==> config.mk <==
export PLATFORM = sky130hd
export DESIGN_NAME = bcms_front
export DESIGN_NICKNAME = d
export VERILOG_FILES = /design/src/sv/bcms_pkg.sv /design/src/sv/bcms_front.sv
export SDC_FILE = /design/constraint.sdc
export NUM_CORES = 1
export LEC_CHECK = 0
export ABC_AREA = 1
export BUFFER_PORTS_ARGS = -buffer_cell sky130_fd_sc_hd__clkbuf_2
export CAP_MARGIN = 25
export CORE_MARGIN = 5
export CORE_UTILIZATION = 50
export CTS_BUF_LIST = sky130_fd_sc_hd__clkbuf_4 sky130_fd_sc_hd__clkbuf_8
export DETAILED_ROUTE_END_ITERATION = 12
export PLACE_DENSITY = 0.76
export SLEW_MARGIN = 25
export SYNTH_ARGS = -nofsm -noshare
export SYNTH_HDL_FRONTEND = slang
export SYNTH_SLANG_ARGS = --single-unit
==> constraint.sdc <==
create_clock -name clk -period 19.52 [get_ports clk]
set_clock_uncertainty 0.05 [all_clocks]
set_input_delay 1.952 -clock clk [delete_from_list [all_inputs] [get_ports clk]]
set_output_delay 1.952 -clock clk [all_outputs]
set_load 0.01 [all_outputs]
==> src/sv/bcms_pkg.sv <==
// Package: constants, types and address helpers for the blocked count-min sketch.
`timescale 1ns / 1ps

package bcms_pkg;

	localparam int unsigned BLOCKS = 64;
	localparam int unsigned WINDOW = 5120;

	localparam int unsigned HASH_W  = 64;
	localparam int unsigned CMD_W   = 2;
	localparam int unsigned COUNT_W = 4;
	localparam int unsigned ORDER_W = 2;
	localparam int unsigned ROWS    = 4;

	// floor(log2(BLOCKS)), capped at 20 hash bits
	function automatic int unsigned flog2(input longint unsigned v);
		int unsigned b;
		b = 0;
		while (b < 20 && (64'd1 << (b + 1)) <= v)
			b++;
		return b;
	endfunction

	localparam int unsigned BLK_BITS   = flog2(BLOCKS);
	// each bank holds one row of every block: two 64-bit words per block
	localparam int unsigned ADDR_W     = BLK_BITS + 1;
	localparam int unsigned BANK_DEPTH = 2 ** ADDR_W;
	localparam int unsigned WORD_W     = 64;
	localparam int unsigned NIB_IDX_W  = 4;
	localparam int unsigned SAMPLE_W   = $clog2(WINDOW + 1);
	localparam int unsigned QDEPTH     = 2;

	localparam logic [HASH_W-1:0]  BLK_MASK    = (64'd1 << BLK_BITS) - 64'd1;
	localparam logic [WORD_W-1:0]  HALVE_MASK  = 64'h7777_7777_7777_7777;
	localparam logic [COUNT_W-1:0] COUNTER_MAX = 4'd15;

	typedef enum logic [CMD_W-1:0] {
		CMD_ADD     = 2'd0,
		CMD_QUERY   = 2'd1,
		CMD_COMPARE = 2'd2,
		CMD_RSVD    = 2'd3
	} cmd_t;

	typedef enum logic [1:0] {
		OP_ADD,
		OP_QUERY,
		OP_COMPARE
	} op_t;

	typedef enum logic [ORDER_W-1:0] {
		ORD_LESS    = 2'd0,
		ORD_EQUAL   = 2'd1,
		ORD_GREATER = 2'd2
	} order_t;

	typedef enum logic [2:0] {
		ST_CLEAR,
		ST_IDLE,
		ST_RD1,
		ST_RD2,
		ST_AGE
	} state_t;

	typedef struct packed {
		logic [CMD_W-1:0]  command;
		logic [HASH_W-1:0] hash;
		logic [HASH_W-1:0] other_hash;
	} req_t;

	typedef struct packed {
		logic [COUNT_W-1:0] count;
		logic [ORDER_W-1:0] order;
	} rsp_t;

	typedef struct packed {
		op_t               op;
		logic [HASH_W-1:0] hash;
		logic [HASH_W-1:0] other_hash;
	} item_t;

	typedef struct packed {
		logic  valid;
		item_t item;
	} head_t;

	typedef struct packed {
		logic pop;
		logic clearing;
	} back_stat_t;

	function automatic logic [4:0] row_sel(input logic [HASH_W-1:0] h, input int unsigned r);
		return 5'(h >> (BLK_BITS + 5 * r));
	endfunction

	// bank address: block index, then which of the row's two words
	function automatic logic [ADDR_W-1:0] row_addr(input logic [HASH_W-1:0] h,
			input int unsigned r);
		logic [4:0] sel;
		sel = row_sel(h, r);
		return ADDR_W'({h & BLK_MASK, sel[3]});
	endfunction

	// nibble position within the word: byte in word, then high/low nibble
	function automatic logic [NIB_IDX_W-1:0] row_nib(input logic [HASH_W-1:0] h,
			input int unsigned r);
		logic [4:0] sel;
		sel = row_sel(h, r);
		return {sel[2:0], sel[4]};
	endfunction

endpackage

==> src/sv/bcms_front.sv <==
// Front end: takes requests, decodes the command, and queues them for the back end.
`timescale 1ns / 1ps

module bcms_front import bcms_pkg::*; (
	input  logic       clk,
	input  logic       arst_n,
	input  logic       start,
	output logic       busy,
	input  req_t       request,
	input  back_stat_t stat,
	output head_t      head
);

	localparam int unsigned PTR_W = (QDEPTH > 1) ? $clog2(QDEPTH) : 1;
	localparam int unsigned CNT_W = $clog2(QDEPTH + 1);

	item_t            queue_q [QDEPTH];
	logic [PTR_W-1:0] wr_ptr_q;
	logic [PTR_W-1:0] rd_ptr_q;
	logic [CNT_W-1:0] fill_q;
	logic             push;
	item_t            item_in;

	assign busy = (fill_q == CNT_W'(QDEPTH)) || stat.clearing;
	assign push = start && !busy;

	always_comb begin
		item_in.hash       = request.hash;
		item_in.other_hash = request.other_hash;
		unique case (cmd_t'(request.command)) inside
			CMD_ADD:             item_in.op = OP_ADD;
			CMD_COMPARE:         item_in.op = OP_COMPARE;
			CMD_QUERY, CMD_RSVD: item_in.op = OP_QUERY;
			default:             item_in.op = OP_QUERY;
		endcase
	end

	always_ff @(posedge clk) begin
		if (push)
			queue_q[wr_ptr_q] <= item_in;
	end

	always_ff @(posedge clk or negedge arst_n) begin
		if (!arst_n) begin
			wr_ptr_q <= '0;
			rd_ptr_q <= '0;
			fill_q   <= '0;
		end else begin
			if (push)
				wr_ptr_q <= (wr_ptr_q == PTR_W'(QDEPTH - 1)) ? '0 : wr_ptr_q + 1'b1;
			if (stat.pop)
				rd_ptr_q <= (rd_ptr_q == PTR_W'(QDEPTH - 1)) ? '0 : rd_ptr_q + 1'b1;
			if (push && !stat.pop)
				fill_q <= fill_q + 1'b1;
			else if (!push && stat.pop)
				fill_q <= fill_q - 1'b1;
		end
	end

	assign head.valid = (fill_q != '0);
	assign head.item  = queue_q[rd_ptr_q];

endmodule

==> results of run 1 <==
==> per-layer routing <==
layer / vias to the layer above / global-route usage / share of wire
li1: 2329 / - / -
met1: 2476 / 0.181 / 0.37
met2: 227 / 0.272 / 0.51
met3: 34 / 0.0670 / 0.11
met4: 0 / 0.0549 / 0.018
met5: - / 0 / 0
==> logic make-up after synthesis <==
| logic type | share of synthesized area |
|---|---|
| fa+ha+maj | 0.00125 |
| mux | 0.180 |
| simple gates | 0.00639 |
| xor+xnor | 0.00175 |
| buf+inv | 0.0189 |
| flops | 0.791 |
==> metrics by stage <==
| step | power [mW] | utilization | setup WS (ns) | instance area (um2) | hold slack (ns) |
|---|---|---|---|---|---|
| 2_1_floorplan | 1.08 | - | 11.30 | 9990 | 0.392 |
| 3_3_place_gp | 1.21 | 0.590 | 15.22 | 11600 | 0.407 |
| 3_5_place_dp | 1.22 | 0.590 | 15.20 | 11600 | 0.417 |
| 4_1_cts | 1.67 | 0.631 | 14.88 | 12400 | 0.431 |
| 5_1_grt | 1.73 | 0.631 | 14.82 | 12400 | 0.450 |
| 6_report | 1.64 | 0.631 | 14.94 | 12400 | 0.433 |
==> final timing paths <==
path                                        to  slack (ns)  depth (start not counted)
worst max-delay path                  head[67]       14.94                          3
worst min-delay path                  wr_ptr_q        0.43                          2
worst max register to register  queue_q[0][33]       16.76                          5
worst min register to register        wr_ptr_q        0.43                          2
max in group asynchronous             rd_ptr_q       18.09                          1
min in group asynchronous             wr_ptr_q        1.18                          1
==> state kept, by name (all words and copies together) (netlist names) <==
| name | flops |
|---|---|
| queue_q | 260 |
| fill_q | 2 |
| rd_ptr_q | 1 |
| wr_ptr_q | 1 |
==> worst max-delay path, delay by kind of cell, from the launching register on <==
kind	cells	cell delay, ns
buffers and inverters	2	0.99
DFF	1	0.66
muxes	1	0.35
==> cell type report <==
class                           count  area share
Clock buffer                       61      0.0608
Clock inverter                     14     0.00465
Inverter                           10     0.00324
Multi-Input combinational cell    148       0.154
Sequential cell                   264       0.640
Tap cell                          265      0.0268
Timing Repair Buffer              271       0.111
==> cell usage in the layout (no fill, tap or decap) <==
master	count
nor2_4	1
mux2_2	40
clkinv_2	4
inv_1	9
nand4_1	2
xor2_1	1
ha_1	1
nor2_1	1
dfrtp_4	1
nand2_1	9
clkinv_1	10
nand3_1	2
edfxtp_1	260
dfrtp_1	3
mux2_4	90
clkbuf_8	47
inv_4	1
clkbuf_4	14
xnor2_1	1
clkbuf_2	266
buf_4	4
buf_6	1
==> power breakdown <==
part | switching (mW) | internal [mW] | leakage, nW
Sequential | 0.0273 | 0.705 | 2.42
Clock | 0.194 | 0.246 | 0.434
Combinational | 0.233 | 0.236 | 2.13
Total | 0.454 | 1.19 | 4.99
==> impl_metrics.py, run 1 <==
metrics = {
    "cells_and_area": {
        "nFillCells": 1384,
        "drive_gt1_frac": 0.611,
        "nets": 874,
        "num_antenna_cells": 0,
        "final_cells": 1033,
        "multiInputGateArea_mm2": 0.00190,
        "synthToLayoutAreaGrowth_pct": 23.8,
        "seq_area_mm2": 0.00791,
    },
    "power_and_ir_drop": {
        "leakagePower_nw": 4.99,
        "p_per_area_mw_per_mm2": 133,
        "ir_drop_v": 0.0000872,
    },
    "placement": {
        "dpl.cell_count": 958,
        "globalplace.congestion": 0.723,
        "place_hpwl_um": 12800,
        "io_buffers": 266,
    },
    "synthesis": {
        "syn_inst": 438,
        "synth_common_cells": "edfxtp_1 (260), mux2_4 (90), mux2_2 (40)",
        "avgSynthCellArea_um2": 22.8,
        "synth_top_area_cell": "edfxtp_1",
        "synth_top_area_share": 0.781,
        "synth_edf_count": 260,
        "synth-seq-area-share": 0.791,
        "synth_nets": 574,
        "ys_ff_latch": 264,
        "synth.most_common_cell": "edfxtp_1",
        "synthFlopType": "edfxtp_1",
        "synth_cell_types": 16,
        "synthesis.area_mm2": 0.00999,
        "yosysWarningCount": 0,
        "async_flop_share": 0.0152,
        "synthTopCellsByArea": "edfxtp_1 (78%), mux2_4 (14%), mux2_2 (4.5%), buf_6 (1.1%), dfrtp_1 (1.0%)",
    },
    "cts": {
        "cts_tree": "built",
        "postCtsHoldBufs": 0,
        "root_buffer": "clkbuf_8",
        "cts_max_level": 2,
        "cts_resized": 0,
        "clk_path_buf_depth": 3,
        "postCtsSetupBuffers": 0,
        "cts_sinks": 264,
        "clkSlewWorstSetupHoldPaths_ns": 0.06,
        "numCtsBuffers": 43,
        "clk_latency_ns": 0.52,
    },
    "worst_setup_path": {
        "startpoint": "rd_ptr_q",
        "crit_type": "register to output pin",
        "critPathMaxStageDelay_ns": 0.84,
        "worstPathCellList": "buf_4, mux2_4, clkbuf_2",
        "r2r-start": "fill_q[0]",
        "crit_required_ns": 17.52,
        "start_kind": "register",
        "crit_fanout": 54,
        "cpMaxStageDelayCell": "buf_4",
        "critPathCaptureType": "output pin",
        "arrival_ns": 2.58,
    },
    "die": {
        "dieArea_mm2": 0.0229,
        "die_w_um": 151,
        "initial_core_util": 0.510,
        "fp.dieH_um": 151,
        "std_cell_rows": 51,
        "core_area_mm2": 0.0196,
        "ios": 267,
    },
    "hold_path": {
        "hold_class": "register to register",
        "hp-start": "wr_ptr_q",
    },
    "grt": {
        "grt_usage": 0.159,
        "grt_pass1_vias": 5606,
        "antenna_found_initial": 0,
        "grt_max_degree": 81,
        "grt_first_pass_wirelength_um": 28200,
        "grt_overflow_total": 0,
    },
    "detailed_routing": {
        "drt_wl_total_um": 18800,
        "ant_nets": 0,
        "route.detailed.drc": 0,
        "vias": 5066,
        "drt-vias-per-instance": 4.90,
        "dr.pass1.iters": 6,
        "wl_per_cell_um": 18.2,
        "drtIter0Drc": 206,
    },
    "sta": {
        "slew_violations": 0,
        "worst_pin_slew_ns": 1.00,
        "fmax_mhz": 218,
        "rsz0062_at_grt": "no",
        "finalSetupTns_ns": 0,
        "finalSetupViolations": 0,
        "fin_crit_sh": 0.235,
        "finalCriticalPeriod_ns": 4.58,
        "hold_viol": 0,
        "max-slew-margin-rel": 0.333,
    },
    "outcome": {
        "status": "finished clean",
    },
    "run": {
        "drv_cap": 0,
    },
}
No activity file was read; power rests on OpenSTA's default activity.
==> run 2, diff against run 1 <==
Clock period 19.52 ns to 4.58 ns, I/O delays scaled along.
==> run 2 against run 1 <==
  * Register-to-register slack got worse by 15 ns
  * Global-route usage increased by 0.54 points
  * Combinational power rose to 4.2 times the previous value
  * Via count fell by 0.65%
  * Design area increased by 0.32%
  * Critical path type unchanged
  * Cell count increased by 0.48%
  * Critical path depth did not move
  * Worst hold slack lost 0.36 ns
  * Utilization rose by 0.20 points
  * Sequential share of layout area down 0.21 points
  * Clock power increased to 4.3 times the previous value
  * First-iteration DRC count increased by 2.9%
==> impl_metrics.py, run 2 (synthesis results as in run 1) <==
metrics = {
    "cells_and_area": {
        "regMostFlops": "queue_q",
        "largest_register_ffs": 260,
        "nets": 876,
        "num_antenna_cells": 0,
        "layout_common_cells": "clkbuf_2 (266), edfxtp_1 (260), mux2_4 (90), clkbuf_8 (45), mux2_2 (40)",
        "final_common_cell": "clkbuf_2",
        "synthToLayoutAreaGrowth_pct": 24.2,
        "nFillCells": 1354,
        "drive_gt1_frac": 0.598,
        "top_regs": "queue_q x260, fill_q x2",
    },
    "cts": {
        "clkSlewWorstSetupHoldPaths_ns": 0.06,
        "root_buffer": "clkbuf_8",
        "cts_sinks": 264,
        "clk_path_buf_depth": 3,
        "cts_max_level": 2,
        "cts_tree": "built",
        "cts_resized": 0,
        "clk_latency_ns": 0.53,
        "numCtsBuffers": 43,
    },
    "sta": {
        "rsz0062_at_grt": "no",
        "finalCriticalPeriod_ns": 3.02,
        "fmax_mhz": 331,
        "fin_crit_sh": 0.660,
        "finalSetupViolations": 0,
        "worst_pin_slew_ns": 0.845,
        "max-slew-margin-rel": 0.436,
        "slew_violations": 0,
        "hold_viol": 0,
        "finalSetupTns_ns": 0,
    },
    "hold_path": {
        "whs_path_depth": 1,
        "hp-start": "request[120]",
        "min_to": "queue_q[0][120]",
        "hold_class": "input port to register",
    },
    "worst_setup_path": {
        "reg2reg_depth": 5,
        "start_kind": "register",
        "arrival_ns": 2.51,
        "rr_endpoint": "queue_q[0][69]",
        "crit_type": "register to output pin",
        "crit_required_ns": 4.07,
        "r2r-start": "fill_q[0]",
        "crit_fanout": 48,
        "critPathCaptureType": "output pin",
        "r2r_setup_slack_ns": 2.23,
    },
    "placement": {
        "io_buffers": 266,
        "place_hpwl_um": 13100,
        "globalplace.congestion": 0.785,
    },
    "detailed_routing": {
        "drt-vias-per-instance": 4.85,
        "wl_per_cell_um": 18.5,
        "ant_nets": 0,
        "drtIter0Drc": 212,
        "dr.pass1.iters": 4,
        "route.detailed.drc": 0,
        "drt_wl_total_um": 19200,
        "vias": 5033,
    },
    "run": {
        "drv_cap": 0,
    },
    "die": {
        "ios": 267,
        "std_cell_rows": 51,
        "fp.dieH_um": 151,
        "initial_core_util": 0.510,
        "core_area_mm2": 0.0196,
        "dieArea_mm2": 0.0229,
        "die_w_um": 151,
    },
    "grt": {
        "grt_max_degree": 90,
        "antenna_found_initial": 0,
        "grt_overflow_total": 0,
        "grt_pass1_vias": 5464,
        "grt_first_pass_wirelength_um": 29000,
        "grt_usage": 0.165,
    },
    "power_and_ir_drop": {
        "fin_total_pwr_mw": 7.00,
        "ir_drop_v": 0.000343,
        "p_per_area_mw_per_mm2": 565,
        "leakagePower_nw": 4.99,
    },
    "outcome": {
        "status": "finished clean",
    },
}
run 2: changes by cell type in the layout (fill, tap and decap cells not counted), sizes merged:
| cell | before | now |
|---|---|---|
| dlygate4sd3 | 0 | 1 |
| clkinv | 14 | 22 |
| bufinv | 0 | 1 |
| clkbuf | 327 | 321 |
| buf | 5 | 6 |
run 2: how the worst max path moves through the flow:
| stage | startpoint | to | slack, ns |
|---|---|---|---|
| 2_1_floorplan | stat[0] | queue_q[1][0] | 0.05 |
| 3_3_place_gp | rd_ptr_q | head[104] | 2.14 |
| 3_5_place_dp | rd_ptr_q | head[110] | 2.09 |
| 4_1_cts | rd_ptr_q | head[110] | 1.50 |
| 5_1_grt | rd_ptr_q | head[110] | 1.42 |
| 6_report | rd_ptr_q | head[110] | 1.56 |
run 2: worst max-delay path, stage by stage, from the launching register on:
cell and delay [ns]:
dfrtp_4 0.88, buf_4 0.54, mux2_2 0.40, clkbuf_2 0.13
run 2: layout make-up:
class,instances,area [um2],area share
clock buffers,55,694,0.0560
well taps,265,332,0.0267
repair buffers,273,1410,0.114
inverters,10,42.5,0.00343
flip-flops and latches,264,7910,0.638
multi-input cells,148,1900,0.153
clock inverters,23,114,0.00918
run 2: timing repair:
| action | 4_1_cts | 5_1_grt |
|---|---|---|
| setup buffers | 0 | 0 |
| hold buffers | 1 | 0 |
| endpoints found under the hold margin | 4 | 0 |
run 2: power by group:
group / leakage (nW) / internal, mW / switching, mW
combinational: 2.15 / 1.01 / 0.947
clock: 0.421 / 1.04 / 0.843
sequential: 2.42 / 3.00 / 0.163
total: 4.99 / 5.05 / 1.95
run 2: through the flow:
step / util / cell area, um2 / hold WS, ns / instances / worst slack (ns)
after detailed placement: 0.592 / 11600 / 0.217 / 959 / 2.09
after floorplan: - / 9990 / 0.112 / 438 / 0.0463
after global routing: 0.633 / 12400 / 0.0287 / 1038 / 1.42
final: 0.633 / 12400 / 0.0702 / 1038 / 1.56
after CTS: 0.633 / 12400 / 0.0266 / 1038 / 1.50
after global placement: 0.592 / 11600 / 0.218 / 959 / 2.14
run 2: metal layers:
layer  vias up  wire length, um  GRT usage
met1      2434             7260      0.200
li1       2343                -          -
met2       224             9580      0.278
met4         0              305     0.0476
met3        32             2060     0.0601
met5         -                0          0
